==> src/rtl/id3fw_pkg.sv <==
// shared types and constants for the id3v2 frame walker
package id3fw_pkg;

	// default clamp on the tag length
	localparam int MAX_TAG_BYTES_DEF = 16777216;

	// field widths
	localparam int VERSION_W = 3;
	localparam int LENGTH_W = 25;
	localparam int KEY_W = 32;
	localparam int SIZE_W = 32;
	localparam int FLAGS_W = 16;
	localparam int SKIP_W = 3;
	localparam int HDR_BYTES = 10;
	localparam int HDR_CNT_W = 4;

	// reset value of the version register
	localparam logic [VERSION_W-1:0] VERSION_RESET = 3'd4;
	// version with plain big-endian frame sizes
	localparam logic [VERSION_W-1:0] VERSION_PLAIN = 3'd3;

	// register indexes on the config port
	localparam logic REG_TAG_VERSION = 1'b0;
	localparam logic REG_DATA_LENGTH = 1'b1;

	// frame flag masks
	localparam logic [FLAGS_W-1:0] FL_GROUP = 16'h0040;
	localparam logic [FLAGS_W-1:0] FL_COMPRESSED = 16'h0008;
	localparam logic [FLAGS_W-1:0] FL_ENCRYPTED = 16'h0004;
	localparam logic [FLAGS_W-1:0] FL_UNSYNC = 16'h0002;
	localparam logic [FLAGS_W-1:0] FL_LENGTH = 16'h0001;

	// special byte values
	localparam logic [7:0] BYTE_FF = 8'hff;
	localparam logic [7:0] BYTE_ZERO = 8'h00;

	// result kinds
	localparam logic KIND_BYTE = 1'b0;
	localparam logic KIND_STATUS = 1'b1;

	// stop reasons
	localparam logic [1:0] STOP_NONE = 2'd0;
	localparam logic [1:0] STOP_PADDING = 2'd1;
	localparam logic [1:0] STOP_OVERSIZE = 2'd2;
	localparam logic [1:0] STOP_NO_HEADER = 2'd3;

	// walk phase
	typedef enum logic [1:0] {
		PH_HEADER,
		PH_DISCARD,
		PH_PAYLOAD
	} phase_t;

	// one result item
	typedef struct packed {
		logic kind;
		logic [7:0] byte_value;
		logic [KEY_W-1:0] frame_key;
		logic last_of_frame;
		logic [1:0] stop_reason;
	} result_t;

	// status item for a stopped walk
	function automatic result_t status_item(input logic [1:0] reason);
		result_t r;
		r = '0;
		r.kind = KIND_STATUS;
		r.stop_reason = reason;
		return r;
	endfunction

	// payload byte item
	function automatic result_t byte_item(input logic [7:0] value, input logic [KEY_W-1:0] key,
			input logic last);
		result_t r;
		r = '0;
		r.kind = KIND_BYTE;
		r.byte_value = value;
		r.frame_key = key;
		r.last_of_frame = last;
		r.stop_reason = STOP_NONE;
		return r;
	endfunction

endpackage

==> src/rtl/id3fw_if.sv <==
// stream interfaces for frame bytes in and walk results out

interface id3fw_in_if;
	logic valid;
	logic ready;
	logic [7:0] byte_in;
	logic first_of_tag;

	modport source (output valid, output byte_in, output first_of_tag, input ready);
	modport sink (input valid, input byte_in, input first_of_tag, output ready);
endinterface

interface id3fw_out_if;
	logic valid;
	logic ready;
	logic kind;
	logic [7:0] byte_value;
	logic [31:0] frame_key;
	logic last_of_frame;
	logic [1:0] stop_reason;

	modport source (output valid, output kind, output byte_value, output frame_key,
		output last_of_frame, output stop_reason, input ready);
	modport sink (input valid, input kind, input byte_value, input frame_key,
		input last_of_frame, input stop_reason, output ready);
endinterface

==> src/rtl/id3v2_frame_walker_unit.sv <==
// id3v2 frame walker: header parse, skip, frame-level unsync removal, result queue
// a result item is written into the result queue when the byte that causes it is accepted
// throughput: one byte per cycle; a byte may cause two result items, which the 4-entry
// result queue absorbs, and data_ch.ready drops while fewer than two queue slots are free
// reset: arst_n clears the walk state and the queue; tag_version resets to 4, data_length to 0
module id3v2_frame_walker_unit
	import id3fw_pkg::*;
#(
	parameter int MAX_TAG_BYTES = MAX_TAG_BYTES_DEF
) (
	input  logic clk,
	input  logic arst_n,
	// config port
	input  logic psel,
	input  logic penable,
	input  logic pwrite,
	input  logic [2:0] paddr,
	input  logic [31:0] pwdata,
	output logic [31:0] prdata,
	output logic pready,
	// streams
	id3fw_in_if.sink data_ch,
	id3fw_out_if.source result_ch
);

	localparam int QDEPTH = 4;
	localparam int QPTR_W = $clog2(QDEPTH);
	localparam int QCNT_W = $clog2(QDEPTH + 1);

	// config registers
	logic [VERSION_W-1:0] tag_version_q;
	logic [LENGTH_W-1:0] data_length_q;

	// walk state
	logic [LENGTH_W-1:0] position_q;
	logic [HDR_CNT_W-1:0] header_count_q;
	phase_t phase_q;
	logic [LENGTH_W-1:0] frame_left_q;
	logic [SKIP_W-1:0] skip_left_q;
	logic [FLAGS_W-1:0] frame_flags_q;
	logic [KEY_W-1:0] current_key_q;
	logic prev_ff_q;
	logic [7:0] pending_value_q;
	logic pending_valid_q;
	logic stopped_q;
	logic [7:0] header_q [0:HDR_BYTES-2];

	// working copy after an optional restart
	logic [LENGTH_W-1:0] position_w;
	logic [HDR_CNT_W-1:0] header_count_w;
	phase_t phase_w;
	logic [LENGTH_W-1:0] frame_left_w;
	logic [SKIP_W-1:0] skip_left_w;
	logic prev_ff_w;
	logic pending_valid_w;
	logic stopped_w;

	// next state
	logic [LENGTH_W-1:0] position_d;
	logic [HDR_CNT_W-1:0] header_count_d;
	phase_t phase_d;
	logic [LENGTH_W-1:0] frame_left_d;
	logic [SKIP_W-1:0] skip_left_d;
	logic [FLAGS_W-1:0] frame_flags_d;
	logic [KEY_W-1:0] current_key_d;
	logic prev_ff_d;
	logic [7:0] pending_value_d;
	logic pending_valid_d;
	logic stopped_d;

	// per-byte helpers
	logic in_acc;
	logic restart;
	logic [7:0] b;
	logic [LENGTH_W-1:0] len;
	logic [LENGTH_W-1:0] remain;
	logic [LENGTH_W-1:0] avail;
	logic [SIZE_W-1:0] raw_size;
	logic [SIZE_W-1:0] hdr_size;
	logic [FLAGS_W-1:0] hdr_flags;
	logic [SKIP_W-1:0] hdr_skip;
	logic [LENGTH_W-1:0] left_dec;
	logic last_raw;
	logic hdr_we;
	result_t res0;
	result_t res1;
	logic [1:0] n_wr;

	// result queue
	result_t q_mem [0:QDEPTH-1];
	logic [QPTR_W-1:0] q_head_q;
	logic [QPTR_W-1:0] q_tail_q;
	logic [QCNT_W-1:0] q_count_q;
	logic q_pop;
	logic [QPTR_W-1:0] q_tail_1;

	// config port: pready tied high, register picked by paddr[2]
	assign pready = 1'b1;
	assign prdata = (paddr[2] == REG_DATA_LENGTH) ? {{(32-LENGTH_W){1'b0}}, data_length_q}
		: {{(32-VERSION_W){1'b0}}, tag_version_q};

	always_ff @(posedge clk or negedge arst_n) begin
		if (!arst_n) begin
			tag_version_q <= VERSION_RESET;
			data_length_q <= '0;
		end else if (psel && penable && pwrite && pready) begin
			if (paddr[2] == REG_TAG_VERSION) begin
				tag_version_q <= pwdata[VERSION_W-1:0];
			end else begin
				data_length_q <= pwdata[LENGTH_W-1:0];
			end
		end
	end

	// handshake
	assign data_ch.ready = (q_count_q <= QCNT_W'(QDEPTH - 2));
	assign in_acc = data_ch.valid && data_ch.ready;
	assign restart = in_acc && data_ch.first_of_tag;
	assign b = data_ch.byte_in;

	// effective tag length, clamped
	assign len = ({4'b0, data_length_q} > 29'(MAX_TAG_BYTES)) ? LENGTH_W'(MAX_TAG_BYTES)
		: data_length_q;
	assign remain = len - position_w;
	assign avail = remain - LENGTH_W'(1);

	// frame size and flags from the collected header
	assign raw_size = {header_q[4], header_q[5], header_q[6], header_q[7]};
	assign hdr_size = (tag_version_q == VERSION_PLAIN) ? raw_size
		: {4'b0, raw_size[30:24], raw_size[22:16], raw_size[14:8], raw_size[6:0]};
	assign hdr_flags = {header_q[8], b};
	assign hdr_skip = {(hdr_flags & FL_LENGTH) != '0, 1'b0, (hdr_flags & FL_GROUP) != '0};
	assign left_dec = frame_left_w - LENGTH_W'(1);
	assign last_raw = (left_dec == '0);

	// restart view of the state
	always_comb begin
		if (restart) begin
			position_w = '0;
			header_count_w = '0;
			phase_w = PH_HEADER;
			frame_left_w = '0;
			skip_left_w = '0;
			prev_ff_w = 1'b0;
			pending_valid_w = 1'b0;
			stopped_w = 1'b0;
		end else begin
			position_w = position_q;
			header_count_w = header_count_q;
			phase_w = phase_q;
			frame_left_w = frame_left_q;
			skip_left_w = skip_left_q;
			prev_ff_w = prev_ff_q;
			pending_valid_w = pending_valid_q;
			stopped_w = stopped_q;
		end
	end

	// walk step: next state and up to two result items
	always_comb begin
		position_d = position_w;
		header_count_d = header_count_w;
		phase_d = phase_w;
		frame_left_d = frame_left_w;
		skip_left_d = skip_left_w;
		frame_flags_d = frame_flags_q;
		current_key_d = current_key_q;
		prev_ff_d = prev_ff_w;
		pending_value_d = pending_value_q;
		pending_valid_d = pending_valid_w;
		stopped_d = stopped_w;
		hdr_we = 1'b0;
		res0 = '0;
		res1 = '0;
		n_wr = 2'd0;

		if (in_acc && !stopped_w && (position_w < len)) begin
			if (phase_w == PH_HEADER && header_count_w == '0 && remain < LENGTH_W'(HDR_BYTES))
					begin
				res0 = status_item(STOP_NO_HEADER);
				n_wr = 2'd1;
				stopped_d = 1'b1;
			end else if (phase_w == PH_HEADER && header_count_w == '0 && b == BYTE_ZERO) begin
				res0 = status_item(STOP_PADDING);
				n_wr = 2'd1;
				stopped_d = 1'b1;
			end else begin
				position_d = position_w + LENGTH_W'(1);
				case (phase_w)
					PH_HEADER: begin
						if (header_count_w != HDR_CNT_W'(HDR_BYTES - 1)) begin
							// collect one header byte
							hdr_we = 1'b1;
							header_count_d = header_count_w + HDR_CNT_W'(1);
						end else begin
							// last header byte: decide what to do with the frame
							header_count_d = '0;
							frame_flags_d = hdr_flags;
							if (hdr_size > {{(SIZE_W-LENGTH_W){1'b0}}, avail}) begin
								res0 = status_item(STOP_OVERSIZE);
								n_wr = 2'd1;
								stopped_d = 1'b1;
							end else if (hdr_size == '0) begin
								phase_d = PH_HEADER;
							end else begin
								frame_left_d = hdr_size[LENGTH_W-1:0];
								if ((hdr_flags & (FL_COMPRESSED | FL_ENCRYPTED)) != '0
										|| {{(SIZE_W-SKIP_W){1'b0}}, hdr_skip} >= hdr_size)
										begin
									phase_d = PH_DISCARD;
								end else begin
									current_key_d = {header_q[0], header_q[1], header_q[2],
										header_q[3]};
									skip_left_d = hdr_skip;
									prev_ff_d = 1'b0;
									pending_valid_d = 1'b0;
									phase_d = PH_PAYLOAD;
								end
							end
						end
					end
					PH_DISCARD: begin
						// pass over a frame with no results
						if (frame_left_w != '0) begin
							frame_left_d = left_dec;
						end
						if (frame_left_w == '0 || last_raw) begin
							phase_d = PH_HEADER;
						end
					end
					PH_PAYLOAD: begin
						if (frame_left_w == '0) begin
							phase_d = PH_HEADER;
						end else begin
							frame_left_d = left_dec;
							if (last_raw) begin
								phase_d = PH_HEADER;
							end
							if (skip_left_w != '0) begin
								// group or data length byte
								skip_left_d = skip_left_w - SKIP_W'(1);
							end else if ((frame_flags_q & FL_UNSYNC) != '0 && prev_ff_w
									&& b == BYTE_ZERO) begin
								// drop the stuffed zero, flush the held byte on frame end
								prev_ff_d = 1'b0;
								if (last_raw && pending_valid_w) begin
									res0 = byte_item(pending_value_q, current_key_q, 1'b1);
									n_wr = 2'd1;
									pending_valid_d = 1'b0;
								end
							end else begin
								prev_ff_d = (b == BYTE_FF);
								if (pending_valid_w) begin
									res0 = byte_item(pending_value_q, current_key_q, 1'b0);
									if (last_raw) begin
										res1 = byte_item(b, current_key_q, 1'b1);
										n_wr = 2'd2;
									end else begin
										n_wr = 2'd1;
									end
								end else if (last_raw) begin
									res0 = byte_item(b, current_key_q, 1'b1);
									n_wr = 2'd1;
								end
								if (last_raw) begin
									pending_valid_d = 1'b0;
								end else begin
									pending_value_d = b;
									pending_valid_d = 1'b1;
								end
							end
						end
					end
					default: begin
						phase_d = PH_HEADER;
					end
				endcase
			end
		end
	end

	// walk state registers
	always_ff @(posedge clk or negedge arst_n) begin
		if (!arst_n) begin
			position_q <= '0;
			header_count_q <= '0;
			phase_q <= PH_HEADER;
			frame_left_q <= '0;
			skip_left_q <= '0;
			frame_flags_q <= '0;
			prev_ff_q <= 1'b0;
			pending_valid_q <= 1'b0;
			stopped_q <= 1'b0;
		end else if (in_acc) begin
			position_q <= position_d;
			header_count_q <= header_count_d;
			phase_q <= phase_d;
			frame_left_q <= frame_left_d;
			skip_left_q <= skip_left_d;
			frame_flags_q <= frame_flags_d;
			prev_ff_q <= prev_ff_d;
			pending_valid_q <= pending_valid_d;
			stopped_q <= stopped_d;
		end
	end

	// payload registers, no reset
	always_ff @(posedge clk) begin
		if (in_acc) begin
			current_key_q <= current_key_d;
			pending_value_q <= pending_value_d;
		end
		if (hdr_we) begin
			header_q[header_count_w] <= b;
		end
	end

	// result queue
	assign q_pop = result_ch.valid && result_ch.ready;
	assign q_tail_1 = q_tail_q + QPTR_W'(1);

	always_ff @(posedge clk) begin
		if (n_wr != 2'd0) begin
			q_mem[q_tail_q] <= res0;
		end
		if (n_wr == 2'd2) begin
			q_mem[q_tail_1] <= res1;
		end
	end

	always_ff @(posedge clk or negedge arst_n) begin
		if (!arst_n) begin
			q_head_q <= '0;
			q_tail_q <= '0;
			q_count_q <= '0;
		end else begin
			q_tail_q <= q_tail_q + QPTR_W'(n_wr);
			if (q_pop) begin
				q_head_q <= q_head_q + QPTR_W'(1);
			end
			q_count_q <= q_count_q + QCNT_W'(n_wr) - QCNT_W'(q_pop);
		end
	end

	// output side
	assign result_ch.valid = (q_count_q != '0);
	assign result_ch.kind = q_mem[q_head_q].kind;
	assign result_ch.byte_value = q_mem[q_head_q].byte_value;
	assign result_ch.frame_key = q_mem[q_head_q].frame_key;
	assign result_ch.last_of_frame = q_mem[q_head_q].last_of_frame;
	assign result_ch.stop_reason = q_mem[q_head_q].stop_reason;

	// checks
	a_queue_bound: assert property (@(posedge clk) disable iff (!arst_n)
		q_count_q <= QCNT_W'(QDEPTH))
		else $error("result queue overfilled");

	a_stopped_silent: assert property (@(posedge clk) disable iff (!arst_n)
		(in_acc && stopped_q && !data_ch.first_of_tag) |-> (n_wr == 2'd0))
		else $error("stopped walk produced a result");

	a_payload_left: assert property (@(posedge clk) disable iff (!arst_n)
		(phase_q == PH_PAYLOAD) |-> (frame_left_q != '0))
		else $error("payload phase with no bytes left");

	a_skip_bound: assert property (@(posedge clk) disable iff (!arst_n)
		(phase_q == PH_PAYLOAD) |-> (skip_left_q <= SKIP_W'(5)))
		else $error("skip count out of range");

endmodule

==> src/flat_wrapper.sv <==
// flat-port wrapper written by rule: the top's interface ports become plain ports
module id3v2_frame_walker_unit_flat import id3fw_pkg::*;
#(
	parameter int MAX_TAG_BYTES = MAX_TAG_BYTES_DEF
)
  (clk, arst_n, psel, penable, pwrite, paddr, pwdata, prdata, pready, data_ch_valid, data_ch_byte_in, data_ch_first_of_tag, data_ch_ready, result_ch_valid, result_ch_kind, result_ch_byte_value, result_ch_frame_key, result_ch_last_of_frame, result_ch_stop_reason, result_ch_ready);
  id3fw_in_if data_ch_i ();
  id3fw_out_if result_ch_i ();
  input  logic clk;
  input  logic arst_n;
  input  logic psel;
  input  logic penable;
  input  logic pwrite;
  input  logic [2:0] paddr;
  input  logic [31:0] pwdata;
  output logic [31:0] prdata;
  output logic pready;
  input wire logic [$bits(data_ch_i.valid)-1:0] data_ch_valid;
  input wire logic [$bits(data_ch_i.byte_in)-1:0] data_ch_byte_in;
  input wire logic [$bits(data_ch_i.first_of_tag)-1:0] data_ch_first_of_tag;
  output wire logic [$bits(data_ch_i.ready)-1:0] data_ch_ready;
  output wire logic [$bits(result_ch_i.valid)-1:0] result_ch_valid;
  output wire logic [$bits(result_ch_i.kind)-1:0] result_ch_kind;
  output wire logic [$bits(result_ch_i.byte_value)-1:0] result_ch_byte_value;
  output wire logic [$bits(result_ch_i.frame_key)-1:0] result_ch_frame_key;
  output wire logic [$bits(result_ch_i.last_of_frame)-1:0] result_ch_last_of_frame;
  output wire logic [$bits(result_ch_i.stop_reason)-1:0] result_ch_stop_reason;
  input wire logic [$bits(result_ch_i.ready)-1:0] result_ch_ready;
  assign data_ch_i.valid = data_ch_valid;
  assign data_ch_i.byte_in = data_ch_byte_in;
  assign data_ch_i.first_of_tag = data_ch_first_of_tag;
  assign data_ch_ready = data_ch_i.ready;
  assign result_ch_valid = result_ch_i.valid;
  assign result_ch_kind = result_ch_i.kind;
  assign result_ch_byte_value = result_ch_i.byte_value;
  assign result_ch_frame_key = result_ch_i.frame_key;
  assign result_ch_last_of_frame = result_ch_i.last_of_frame;
  assign result_ch_stop_reason = result_ch_i.stop_reason;
  assign result_ch_i.ready = result_ch_ready;
  id3v2_frame_walker_unit #(.MAX_TAG_BYTES(MAX_TAG_BYTES)) u_core (.clk(clk), .arst_n(arst_n), .psel(psel), .penable(penable), .pwrite(pwrite), .paddr(paddr), .pwdata(pwdata), .prdata(prdata), .pready(pready), .data_ch(data_ch_i), .result_ch(result_ch_i));
endmodule
==> config.mk <==
export PLATFORM = sky130hd
export DESIGN_NAME = id3v2_frame_walker_unit_flat
export DESIGN_NICKNAME = d
export VERILOG_FILES = /design/src/rtl/id3fw_pkg.sv /design/src/rtl/id3fw_if.sv /design/src/rtl/id3v2_frame_walker_unit.sv /design/src/flat_wrapper.sv
export SDC_FILE = /design/constraint.sdc
export NUM_CORES = 1
export LEC_CHECK = 0
export ABC_AREA = 1
export CORE_ASPECT_RATIO = 1.75
export CORE_MARGIN = 2
export CORE_UTILIZATION = 40
export DETAILED_ROUTE_END_ITERATION = 16
export DONT_BUFFER_PORTS = 1
export SLEW_MARGIN = 20
export SYNTH_ARGS = -nofsm -noshare
export SYNTH_HDL_FRONTEND = slang
export SYNTH_SLANG_ARGS = --single-unit
==> constraint.sdc <==
create_clock -name clk -period 15.47 [get_ports clk]
set_clock_uncertainty 0.15 [all_clocks]
set_input_delay 4.641 -clock clk [delete_from_list [all_inputs] [get_ports clk]]
set_output_delay 4.641 -clock clk [all_outputs]
set_load 0.02 [all_outputs]
; Yosys cells after proc, flatten, opt, wreduce, memory -nomap -nowiden
; Memories as Yosys holds them, arrays and structs flattened. A register that Yosys moved wholly into a read port is not among the register bits.
; Index checks and enable logic that the tools add are counted.
[classes]
eq_ne = 6
muxes = 123
magnitude_cmp = 6
bitwise = 11
n_addsub = 11
n_reduce_logical = 32
[op_table]
columns = operator, n
row1 = 44-bit 2-to-1 mux, 17
row2 = 25-bit 2-to-1 mux, 15
row3 = 44-bit one-hot mux with 2 select lines, 1
row4 = 43-bit 2-to-1 mux, 2
row5 = 25-bit one-hot mux with 3 select lines, 1
row6 = 25-bit logical NOT, 2
row7 = 25-bit by 1-bit subtractor with 25-bit output (second input constant), 2
row8 = 1-bit 2-to-1 mux, 45
row9 = 2-bit 2-to-1 mux, 20
row10 = 3-bit by 32-bit >= comparator with 1-bit output, 1
row11 = 32-bit by 25-bit > comparator with 1-bit output, 1
row12 = 32-bit logical NOT, 1
row13 = 32-bit 2-to-1 mux, 1
row14 = 3-bit 2-to-1 mux, 10
row15 = 25-bit by 1-bit adder with 25-bit output (second input constant), 1
row16 = 25-bit > comparator (second input constant), 1
row17 = 25-bit less-than comparator, 1
row18 = 25-bit by 4-bit less-than comparator with 1-bit output (second input constant), 1
row19 = 25-bit nonzero test, 1
row20 = 25-bit subtractor, 1
row21 = 4-bit 2-to-1 mux, 6
row22 = 9-bit AND reduction, 2
row23 = 16-bit nonzero test, 1
row24 = 1-bit logical AND, 13
row25 = 26 further kinds, 42
[totals]
word_cells = 206
in_bits = 51
mem_count = 2
ram_bits = 248
ff_bits = 107
out_inout_bits = 79
[memory_table]
columns = name, words, word_bits, read_ports, rd_ports_with_merged_regs, write_ports, line
row1 = u_core.q_mem, 4, 44, 1, 0, 2, id3v2_frame_walker_unit.sv:90  ; result_t q_mem [0:QDEPTH-1];
row2 = u_core.header_q, 9, 8, 8, 4, 1, id3v2_frame_walker_unit.sv:46  ; logic [7:0] header_q [0:HDR_BYTES-2];

; Longest topological paths before layout
; Gate-level depths: netlist (run 1).
[logic_depth]
word_depth = 18
depth_mapped = 47
ltp_nobuf = 43

; Worst setup path after synthesis (run 1)
; Ideal clock, no wire load.
[synth_path]
kind = input-to-reg
from = in data_ch_first_of_tag
to = reg u_core.current_key_q[0], read port of u_core.header_q, enable pin
n_path_buf = 8
stages = 35
t_required_ns = 14.899
arrival_ns = 11.788
path_slack_ns = 3.111
setup_time_ns = 0.421
path_cell_list = nand3_4 buf_6 buf_6 buf_2 buf_2 buf_2 buf_1 clkbuf_1 nand2_1 fa_1 or2_2 nand2_1 inv_1 nor3_1 nand3_1 nor2_1 nand2_1 nor3_1 nand2_1 nor3_1 nand3_1 nor3_1 xnor2_1 ha_1 nand2_1 nor2_1 nand4_1 nor2_1 nand3_1 nand2_1 nand3_1 buf_2 nor2_1 inv_1 nor2_1
[synth_via]
elab_chain_cells = 7
elab_cells_between_ends = 24
cone_classes = add/sub (2) / order compare (3) / eq/ne (1) / mux (4) / bitwise (4) / reduce/logical (10)
[synth_lines]
columns = element, line
row1 = from (decl), flat_wrapper.sv:20  ; input wire logic [$bits(data_ch_i.first_of_tag)-1:0] data_ch_first_of_tag;
row2 = 1-bit logical AND *, id3v2_frame_walker_unit.sv:118  ; assign restart = in_acc && data_ch.first_of_tag;
row3 = "25-bit 2-to-1 mux, or another cell as far along", id3v2_frame_walker_unit.sv:138  ; if (restart) begin
row4 = "25-bit subtractor, or another cell as far along", id3v2_frame_walker_unit.sv:124  ; assign remain = len - position_w;
row5 = "25-bit by 1-bit subtractor with 25-bit output, or another cell as far along", id3v2_frame_walker_unit.sv:125  ; assign avail = remain - LENGTH_W'(1);
row6 = "32-bit by 25-bit > comparator with 1-bit output, or another cell as far along", id3v2_frame_walker_unit.sv:199  ; if (hdr_size > {{(SIZE_W-LENGTH_W){1'b0}}, avail}) begin
row7 = 1-bit NOT (no line), --
row8 = 9-bit AND reduction (no line) *, --
row9 = to (decl), id3v2_frame_walker_unit.sv:41  ; logic [KEY_W-1:0] current_key_q;
; Every way passes the cells marked *; elsewhere a longest branch is shown, timed or not.
; A chain may end at the register's enable or synchronous reset.

==> results of run 1 <==
state kept, by name, summed over array words and instances (netlist names):
name                    cells
u_core.frame_left_q        25
u_core.prev_ff_q            1
u_core.position_q          25
u_core.current_key_q       32
u_core.q_head_q             2
u_core.data_length_q       25
u_core.stopped_q            1
u_core.q_mem              176
u_core.header_count_q       4
u_core.frame_flags_q        1
u_core.phase_q              2
u_core.tag_version_q        3
u_core.q_tail_q             2
u_core.q_count_q            3
u_core.header_q            64
u_core.pending_valid_q      1
u_core.pending_value_q      8
u_core.skip_left_q          3
per-stage QoR:
step                      instance area, um^2  setup WS [ns]  hold WS (ns)
after detailed placement                24400           2.90         0.255
after global routing                    25700           2.93         0.272
after CTS                               25700           3.49         0.263
after global placement                  24400           3.05         0.252
final                                   25700           3.48         0.268
after floorplan                         23800           3.11         0.250
layer usage:
layer	wire length [um]	track usage, %	vias up
li1	-	-	10200
met1	25900	23.5	9987
met2	40900	47.3	890
met3	4270	2.95	297
met4	5990	18.2	0
met5	0	0	-
power by group through the flow:
stage                     clock network, mW  registers, mW  logic, mW
final                                  1.01           1.17       1.41
after global routing                   1.06           1.17       1.57
after CTS                              1.03           1.17       1.41
after detailed placement                  0           1.19       1.41
after global placement                    0           1.19       1.38
after floorplan                           0           1.17       1.07
cells in the final DEF, fill, tap and decap left out, types with 6 or more instances in the layout:
cell / count
conb_1: 8
clkbuf_16: 41
nand3_1: 197
a21oi_1: 118
nor2_2: 16
clkbuf_1: 6
nor2_4: 21
edfxtp_1: 268
dfxtp_1: 12
nand2_4: 11
o21ai_0: 233
ha_1: 67
buf_4: 29
nand4_1: 62
xnor2_1: 17
o211ai_1: 18
xor2_1: 41
o22ai_1: 47
inv_1: 302
nor3_1: 24
nor4_1: 11
dfrtp_1: 96
nand2_1: 744
o21ai_1: 90
clkinv_1: 6
inv_2: 23
and2_1: 11
nor2_1: 457
nand2_2: 13
synthesized netlist by cell type, drive strengths merged, types with 2 or more instances:
master / instances
a31oi: 5
o21ai: 327
inv: 326
o22ai: 47
dfrtp: 97
nor4: 11
buf: 59
nor2: 494
or2: 3
a21o: 3
nand3b: 3
o2111ai: 2
xnor2: 17
clkbuf: 81
edfxtp: 268
dfxtp: 12
xor2: 41
nand3: 204
nand2: 768
clkinv: 5
o211ai: 18
fa: 2
a21oi: 119
ha: 67
o221ai: 2
and2: 11
conb: 2
nor3: 28
nand4: 63
o31ai: 5
o21bai: 3
nor3b: 2
o21a: 2
area by class of cell:
cell class,instances,area share [%]
multi-input combinational,2262,43.6
sequential,378,41.7
inverter,331,4.84
clock buffer,48,4.13
tap,780,3.79
clock inverter,22,1.12
timing repair buffer,29,0.846
antenna,1,0.00972
critical path, delay by kind of cell:
family                     cells  cell delay (ns)
xor gates and xnor gates       2             0.42
adders and majority gates      3             0.90
buffers and inverters          4             1.44
and+or+nand+nor               26             4.72
cells by family (layout without fill, tap and decap cells):
logic type,Yosys count,after routing
other,2,9
adders and majority gates,69,69
and+or+nand+nor,1588,1588
muxes,1,1
DFF,378,378
xor gates and xnor gates,58,58
buffers and inverters,471,430
AOI/OAI and AO/OA,538,538
how the worst max path moves through the flow:
stage / start / endpoint / slack (ns)
final: data_ch_first_of_tag / u_core.q_mem[3][5] / 3.48
after global routing: data_ch_valid / u_core.q_mem[3][5] / 2.93
after CTS: data_ch_valid / u_core.q_mem[3][5] / 3.49
after detailed placement: data_ch_valid / u_core.q_mem[3][5] / 2.90
after global placement: data_ch_first_of_tag / u_core.q_mem[3][4] / 3.05
after floorplan: data_ch_first_of_tag / u_core.current_key_q[0] / 3.11
==> metrics.txt, run 1 <==
gp weighted congestion ~0.94; Die W 188 um; IO Port Bufs 0; worst skew pair latency between 0.5 and 0.6 ns; adder-cell area share of the yosys netlist 3.69%; fin. max-slew vios 0; post-CTS setup buffer count 0; number of distinct library cells after synthesis 60; synthesized flop and latch total ~380; min-delay worst type reg2reg; DRT Wirelength around 77000 um; layout cells sized above 1 approximately 6.6%; Hold Startpoint u_core.header_q[2][2]; Final HPWL DP between 50000 and 60000 um; fin nets 3161; cell row count between 100 and 150; Flop pwr share 32.5%; period utilisation layout about 78%; GRT Total Usage 24.5%; cell count of the worst hold path 0; CTS Buf Count 39; Post-Synth Simple-Gate Area 28.7%; crit path launch type primary input; Most common cell on crit path nand2_1; largest cells by area after synthesis edfxtp_1 (34%), nand2_1 (12%), dfrtp_1 (10%), nor2_1 (7.3%), o21ai_0 (4.9%); TritonRoute pass-1 iters 6; combinational share of power between 30% and 40%; Clk pwr share between 20 and 30%; maximum clock path buffer count 3; post-CTS resize count 0; Reg2Reg Setup Slack ~6.6 ns; Post-synth EDFFs approximately 270; asr flop ratio synth 25.9%; Area growth syn-to-layout 8.12%; grt ovf 0; max incr delay on CP between 0.7 and 0.8 ns; Multi-input gate area 0.0112 mm^2; critical path class in2reg; vias in the first global route between 20000 and 25000; area share of xor/xnor cells in the synthesized design approximately 2.1%; Synth Warn # 0; RSZ-0062 raised after global routing false; CP Capture Type register; Final setup viols 0; Synth area leader edfxtp_1; Worst Max-Slew Pin Slew roughly 1.2 ns; Die Y ~330 um; clock root cell clkbuf_16; mux contribution to synthesized area less than 1%; Compound-Gate Fraction of Synth Area 12.1%; placed cells 3780; largest family of logic cells by synthesized area simple AND/OR/NAND/NOR gates; antenna viol nets, final 0; Max Cap Viol 0; via density per instance approximately 5.5; post-synth top area share approximately a third; cells on worst reg2reg path 38; Filler cells around 6000; worst reg2reg path endpoint u_core.q_mem[3][5]; Clock Pin Slew Worst Setup and Hold Paths about 0.06 ns; status complete, no violations; minimum clock period 11.99 ns; Int Pwr about 2.1 mW; synthesized area 0.0238 mm^2; largest net degree at the start of global routing 99; Max FO, Critical Path 29; FF/Latch Area between 0.01 and 0.015 mm^2; Final Hold Fails 0; WP data required between 15 and 20 ns; Post-Layout Cell Count between 3000 and 4000; vias approximately 21000; Pleak 11.2 nW; initial antenna violation count 0; WP data arrival between 10 and 15 ns; CTS Hold Bufs 0; H-Tree Depth 2; r2r startpoint u_core.data_length_q[11]; first-pass GRT wire length roughly 120000 um; Initial Util 40.3%; CTS tree yes; Setup TNS 0 ns; dominant synthesized flop cell edfxtp_1; Util after Layout ~44%; Gate Count Post-Synth 3105; pwr/cell area about 140 mW/mm^2; I/O pin cnt 130; relative slew slack roughly 21%; slowest library cell on the worst path inv_1; fmax between 80 and 90 MHz; CTS sink cnt between 300 and 400; sequential area share after synthesis 45.1%; maximum vdd drop between 0.09 and 0.1 mV; drt drc 0; first-iteration detailed-routing DRC count 1532; NetSw around 1.5 mW; Power Total about 3.6 mW; core area slightly below 0.06 mm^2; die area ~0.062 mm^2; sink of the worst hold path u_core.current_key_q[10]; Syn Area/Cell between 7 and 8 um^2; routed len/inst between 20 and 25 um; Switching Fraction between 40% and 50%
Power figures use the tool's default switching activity.
==> run 2: changes to the inputs <==
--- a/config.mk
+++ b/config.mk
@@ -5,7 +5,7 @@
 export SDC_FILE = /design/constraint.sdc
 export NUM_CORES = 1
 export LEC_CHECK = 0
-export ABC_AREA = 1
+export ABC_AREA = 0
 export CORE_ASPECT_RATIO = 1.75
 export CORE_MARGIN = 2
 export CORE_UTILIZATION = 40
==> constraint.sdc (replaced) <==
create_clock -name clk -period 12.58 [get_ports clk]
set_clock_uncertainty 0.15 [all_clocks]
set_input_delay 3.774 -clock clk [delete_from_list [all_inputs] [get_ports clk]]
set_output_delay 3.774 -clock clk [all_outputs]
set_load 0.02 [all_outputs]
==> metrics.txt, run 2 <==
post-CTS setup buffer count 0 (unchanged); Final Hold Fails 0 (unchanged); top cells by count, synth edfxtp_1 (268), nor2b_2 (120), nand2_1 (109) (was nand2_1 (749), nor2_1 (460), inv_1 (305)); CP Launch Point data_ch_first_of_tag (unchanged); I/O pin cnt 130 (unchanged); CTS tree yes (unchanged); die area 0.0553 mm^2 (was 0.0616 mm^2); most frequent cells in the layout edfxtp_1 (268), nor2b_2 (120), nand2_1 (108) (was nand2_1 (744), nor2_1 (457), inv_1 (302)); Synth area leader edfxtp_1 (unchanged); worst skew pair latency 0.56 ns (about the same); WP data required 12.74 ns (was 15.64 ns); synthesized flop and latch total 378 (unchanged); layout cells sized above 1 20.0% (was 6.58%); largest cells by area after synthesis edfxtp_1 (38%), dfrtp_1 (11%), nor2b_2 (4.9%), mux4_2 (4.6%), ha_1 (3.9%) (was edfxtp_1 (34%), nand2_1 (12%), dfrtp_1 (10%), nor2_1 (7.3%), o21ai_0 (4.9%)); Pleak 8.02 nW (was 11.2 nW); post-CTS resize count 0 (unchanged); Levels on crit path 26 (was 35); Filler cells 4889 (was 5950); Initial Util 40.3% (about the same); H-Tree Depth 2 (unchanged); first-pass GRT wire length 90200 um (was 117000 um); fmax approximately 93 MHz; minimum clock period about 11 ns; Die Y 309 um (was 327 um); gp weighted congestion 0.995 (was 0.940); TritonRoute pass-1 iters 5 (was 6); DRT Wirelength 58500 um (was 77100 um); maximum clock path buffer count 3 (unchanged); RSZ-0062 raised after global routing false (unchanged); synthesized area 0.0213 mm^2 (was 0.0238 mm^2); max incr delay on CP 0.79 ns (was 0.77 ns); Largest regs u_core.q_mem x176, u_core.header_q x64, u_core.current_key_q x32 (unchanged); r2r startpoint u_core.data_length_q[0] (was u_core.data_length_q[11]); vias 14700 (was 21300); Post-DP Area 0.0221 mm^2 (was 0.0244 mm^2); CTS Buf Count 37 (was 39); asr flop ratio synth 25.9% (unchanged); placed cells 2413 (was 3780); slowest library cell on the worst path nor3_1 (was inv_1); Area growth syn-to-layout 9.80% (was 8.12%); critical path class in2reg (unchanged); CP Capture Type register (unchanged); antenna viol nets, final 0 (unchanged); grt ovf 0 (unchanged); Multi-input gate area 0.0100 mm^2 (was 0.0112 mm^2); Gate Count Post-Synth 1799 (was 3105); CTS sink cnt 378 (unchanged); top-count cell post-synth edfxtp_1 (was nand2_1); core area 0.0530 mm^2 (was 0.0591 mm^2); pwr/cell area 190 mW/mm^2 (was 139 mW/mm^2); WP data arrival 10.92 ns (was 12.16 ns); Max Cap Viol 0 (unchanged); min-delay worst type reg2reg (unchanged); first-iteration detailed-routing DRC count 870 (was 1532); vias in the first global route 15600 (was 21200); worst reg2reg path endpoint u_core.q_mem[1][10] (was u_core.q_mem[3][5]); Syn Area/Cell 11.9 um^2 (was 7.67 um^2); design area 0.0234 mm^2 (was 0.0257 mm^2); Util after Layout 44.2% (was 43.6%); max reg flops 176 (unchanged); Synth Warn # 0 (unchanged); routed len/inst 23.6 um (was 20.0 um); Final setup viols 0 (unchanged); Post-synth EDFFs 268 (unchanged); maximum vdd drop 0.137 mV (was 0.0925 mV); commonest non-fill, non-tap cell in the layout edfxtp_1 (was nand2_1); CP Capture Point u_core.q_mem[1][10] (was u_core.q_mem[3][5]); via density per instance 5.94 (was 5.54); Final HPWL DP 40900 um (was 52900 um); FF/Latch Area 0.0107 mm^2 (about the same); cell row count 112 (was 118); dominant synthesized flop cell edfxtp_1 (unchanged); fin nets 1889 (was 3161); Post-Layout Cell Count 2480 (was 3851); crit path launch type primary input (unchanged); drt drc 0 (unchanged); Max FO, Critical Path 26 (was 29); GRT Total Usage 21.4% (was 24.5%); n_diodes 0 (was 1); status complete, no violations (unchanged); Top delay family on crit path simple AND/OR/NAND/NOR gates (unchanged); IO Port Bufs 0 (unchanged); Clock Pin Slew Worst Setup and Hold Paths 0.07 ns (was 0.06 ns); Reg2Reg Setup Slack 3.80 ns (was 6.63 ns); cells on worst reg2reg path 31 (was 38); Setup TNS 0 ns (unchanged); Biggest register u_core.q_mem (unchanged); fin. max-slew vios 0 (unchanged); number of distinct library cells after synthesis 94 (was 60); clock root cell clkbuf_16 (unchanged); Worst Max-Slew Pin Slew 1.07 ns (was 1.18 ns); period utilisation layout a little under nine tenths; post-synth top area share 37.7% (was 33.8%); CTS Hold Bufs 0 (unchanged); sequential area share after synthesis 50.4% (was 45.1%); largest net degree at the start of global routing 99 (unchanged); Die W 179 um (was 188 um); Power Total 4.45 mW (was 3.58 mW); initial antenna violation count 0 (unchanged); worst path bufs/invs 3 (was 4); relative slew slack 28.1% (was 21.4%)
run 2: changes by cell type after synthesis, sizes merged, moves of 38 or more:
cell	previous run	this run
a21oi	119	60
and2	11	55
inv	326	45
mux2	1	52
mux4	0	44
nand2	768	109
nand3	204	55
nor2	494	88
nor2b	0	148
o21ai	327	58
o22ai	47	9
run 2: cell type report:
type | instances | share of cell area, %
clock buffer | 42 | 4.12
clock inverter | 24 | 1.50
inverter | 46 | 0.737
multi-input combinational | 1274 | 42.9
sequential | 378 | 45.9
tap | 684 | 3.65
timing repair buffer | 32 | 1.26
run 2: routing by layer:
| metal | global-route usage, % | share of wire (%) | vias to the layer above |
|---|---|---|---|
| met1 | 21.9 | 35 | 7349 |
| met2 | 40.9 | 54 | 473 |
| li1 | - | - | 6772 |
| met5 | 0 | 0 | - |
| met4 | 12.3 | 6.0 | 0 |
| met3 | 2.90 | 4.7 | 132 |
run 2: kinds of logic (layout without fill, tap and decap cells):
family          after synthesis  in the layout  share of synthesized area [%]
fa+ha+maj                    69             69                           4.12
compound gates              366            366                           13.2
simple gates                651            651                           18.1
other cells                   2              8                         0.0352
mux                         110            110                           8.05
buf+inv                     153            144                           3.30
flops                       378            378                           50.4
xor+xnor                     70             70                           2.87
run 2: how the worst min path moves through the flow:
stage,from,endpoint,cells past startpoint
global placement,u_core.header_q[1][2],u_core.current_key_q[18],0
detailed placement,u_core.header_q[3][1],u_core.current_key_q[1],0
global route,u_core.header_q[2][1],u_core.current_key_q[9],0
CTS,u_core.header_q[1][6],u_core.current_key_q[22],0
floorplan,u_core.header_q[3][0],u_core.current_key_q[0],0
finish,u_core.header_q[1][6],u_core.current_key_q[22],0
run 2: worst reg2reg max path, delay by kind of cell, from the launching register on:
| kind | cells | cell delay, ns |
|---|---|---|
| flip-flops | 1 | 0.42 |
| AND/OR/NAND/NOR | 13 | 4.12 |
| AO/OA/AOI/OAI | 9 | 2.24 |
| buffers and inverters | 4 | 0.75 |
| adder cells (fa/ha/maj) | 3 | 0.68 |
| XOR/XNOR | 2 | 0.21 |
run 2: where the power goes:
group	switching, mW	internal (mW)	leakage, nW
combinational	1.04	0.670	3.71
clock	0.497	0.722	0.645
sequential	0.116	1.40	3.67
run 2: per-stage QoR:
step | setup WS [ns] | hold slack, ns
floorplan | -1.30 | 0.250
detailed placement | 1.27 | 0.255
finish | 1.82 | 0.265
global placement | 1.32 | 0.250
CTS | 1.84 | 0.254
global route | 1.34 | 0.275
==> run 3: changes to the inputs <==
--- a/config.mk
+++ b/config.mk
@@ -9,8 +9,10 @@
 export CORE_ASPECT_RATIO = 1.75
 export CORE_MARGIN = 2
 export CORE_UTILIZATION = 40
+export CTS_BUF_LIST = sky130_fd_sc_hd__clkbuf_8
 export DETAILED_ROUTE_END_ITERATION = 16
 export DONT_BUFFER_PORTS = 1
+export SKIP_LAST_GASP = 1
 export SLEW_MARGIN = 20
 export SYNTH_ARGS = -nofsm -noshare
 export SYNTH_HDL_FRONTEND = slang
==> metrics.txt, run 3 (synthesis results as in run 2) <==
status complete, no violations (unchanged); clock root cell clkbuf_8 (was clkbuf_16); critical path class in2reg (unchanged); fin nets 1910 (was 1889); Initial Util 40.3% (unchanged); most frequent cells in the layout edfxtp_1 (268), nor2b_2 (120), nand2_1 (108) (unchanged); Levels on crit path 27 (was 26); fmax 93.7 MHz (was 92.9 MHz); max reg flops 176 (unchanged); max incr delay on CP 0.63 ns (was 0.79 ns); layout cells sized above 1 20.7% (was 20.0%); Die Y 309 um (unchanged); Setup TNS 0 ns (unchanged); grt ovf 0 (unchanged); pwr/cell area 184 mW/mm^2 (was 190 mW/mm^2); cell count of the worst hold path 0 (unchanged); cell row count 112 (unchanged); routed len/inst 23.3 um (was 23.6 um); Util after Layout 44.0% (was 44.2%); CP Capture Type register (unchanged); Int Pwr 2.61 mW (was 2.79 mW); fin. max-slew vios 0 (unchanged); Final HPWL DP 40900 um (unchanged); initial antenna violation count 1 (was 0); post-CTS resize count 0 (unchanged); Pleak 8.06 nW (was 8.02 nW); vias 14900 (was 14700); core area 0.0530 mm^2 (unchanged); WHS 0.254 ns (was 0.265 ns); maximum clock path buffer count 3 (unchanged); vias in the first global route 15800 (was 15600); WP data arrival 10.92 ns (about the same); CTS sink cnt 378 (unchanged); FF/Latch Area 0.0107 mm^2 (unchanged); NetSw 1.67 mW (was 1.66 mW); I/O pin cnt 130 (unchanged); Final setup viols 0 (unchanged); GRT Total Usage 21.5% (was 21.4%); Clock Pin Slew Worst Setup and Hold Paths 0.06 ns (was 0.07 ns); Max FO, Critical Path 26 (unchanged); via density per instance 5.89 (was 5.94); relative slew slack 29.4% (was 28.1%); WP data required 12.83 ns (was 12.74 ns); Die W 179 um (unchanged); drt drc 0 (unchanged); design area 0.0233 mm^2 (was 0.0234 mm^2); DRT Wirelength 58800 um (was 58500 um); first-pass GRT wire length 90900 um (was 90200 um); gp weighted congestion 0.995 (unchanged); IO Port Bufs 0 (unchanged); maximum vdd drop 0.104 mV (was 0.137 mV); Filler cells 4925 (was 4889); cells on worst reg2reg path 31 (unchanged); Top delay family on crit path compound AO/OA/AOI/OAI gates (was simple AND/OR/NAND/NOR gates); Worst Max-Slew Pin Slew 1.05 ns (was 1.07 ns); minimum clock period 10.67 ns (was 10.76 ns); CTS tree yes (unchanged); H-Tree Depth 2 (unchanged); Multi-input gate area 0.0100 mm^2 (unchanged); Power Total 4.28 mW (was 4.45 mW); Final Hold Fails 0 (unchanged); CTS Hold Bufs 0 (unchanged); first-iteration detailed-routing DRC count 920 (was 870); crit path launch type primary input (unchanged); Flop pwr share 35.5% (was 34.1%); Switching Fraction 39.1% (was 37.2%); min-delay worst type reg2reg (unchanged); Clk pwr share 24.5% (was 27.4%); commonest non-fill, non-tap cell in the layout edfxtp_1 (unchanged); antenna viol nets, final 0 (unchanged); Biggest register u_core.q_mem (unchanged); Post-DP Area 0.0221 mm^2 (unchanged); Largest regs u_core.q_mem x176, u_core.header_q x64, u_core.current_key_q x32 (unchanged); CTS Buf Count 58 (was 37); worst path bufs/invs 3 (unchanged); largest net degree at the start of global routing 99 (unchanged); Max Cap Viol 0 (unchanged); Area growth syn-to-layout 9.21% (was 9.80%); die area 0.0553 mm^2 (unchanged); period utilisation layout 84.8% (was 85.5%); slowest library cell on the worst path o311ai_0 (was nor3_1); RSZ-0062 raised after global routing false (unchanged); worst skew pair latency 0.67 ns (was 0.56 ns); TritonRoute pass-1 iters 7 (was 5); post-CTS setup buffer count 0 (unchanged); combinational share of power 40.0% (was 38.5%)
## run 3: cell count changes in the layout (fill, tap and decap cells not counted), moves of 2 or more
cell,previous run,this run
clkbuf_16,37,0
clkbuf_8,2,67
bufinv_16,8,2
inv_1,45,64
clkinv_1,3,8
inv_6,2,0
clkinv_2,7,9
clkbuf_1,3,0
## run 3: worst paths after layout
path / from / endpoint / slack, ns
worst max-delay path: data_ch_first_of_tag / u_core.q_mem[1][11] / 1.91
worst min-delay path: u_core.header_q[0][2] / u_core.current_key_q[26] / 0.25
worst max register to register: u_core.data_length_q[0] / u_core.q_mem[1][11] / 3.80
worst min register to register: u_core.header_q[0][2] / u_core.current_key_q[26] / 0.25
max in group asynchronous: arst_n / u_core.tag_version_q[2] / 9.34
min in group asynchronous: arst_n / u_core.skip_left_q[1] / 2.66
## run 3: final cells by class
| class | instances | area share, % |
|---|---|---|
| Sequential cell | 378 | 46.1 |
| Multi-Input combinational cell | 1274 | 43.1 |
| Clock buffer | 67 | 3.96 |
| Tap cell | 684 | 3.67 |
| Timing Repair Buffer | 32 | 1.26 |
| Clock inverter | 41 | 1.13 |
| Inverter | 46 | 0.741 |
| Antenna cell | 1 | 0.0107 |
## run 3: routing by layer
| metal | GRT usage (%) | part of all wire (%) | vias up |
|---|---|---|---|
| met4 | 12.3 | 6.0 | 0 |
| met2 | 41.0 | 54 | 490 |
| met5 | 0 | 0 | - |
| li1 | - | - | 6829 |
| met1 | 21.9 | 35 | 7378 |
| met3 | 3.32 | 5.1 | 161 |
## run 3: power groups by stage
stage	Sequential, mW	Clock (mW)	Combinational, mW
floorplan	1.48	0	1.36
global placement	1.54	0	1.68
detailed placement	1.54	0	1.71
CTS	1.52	1.07	1.71
global route	1.53	1.12	1.88
finish	1.52	1.05	1.71
## run 3: per-stage QoR
stage,worst slack [ns],std cells
finish,1.91,2523
global route,1.43,2523
CTS,1.95,2521
detailed placement,1.27,2413
global placement,1.32,2413
floorplan,-1.30,1805
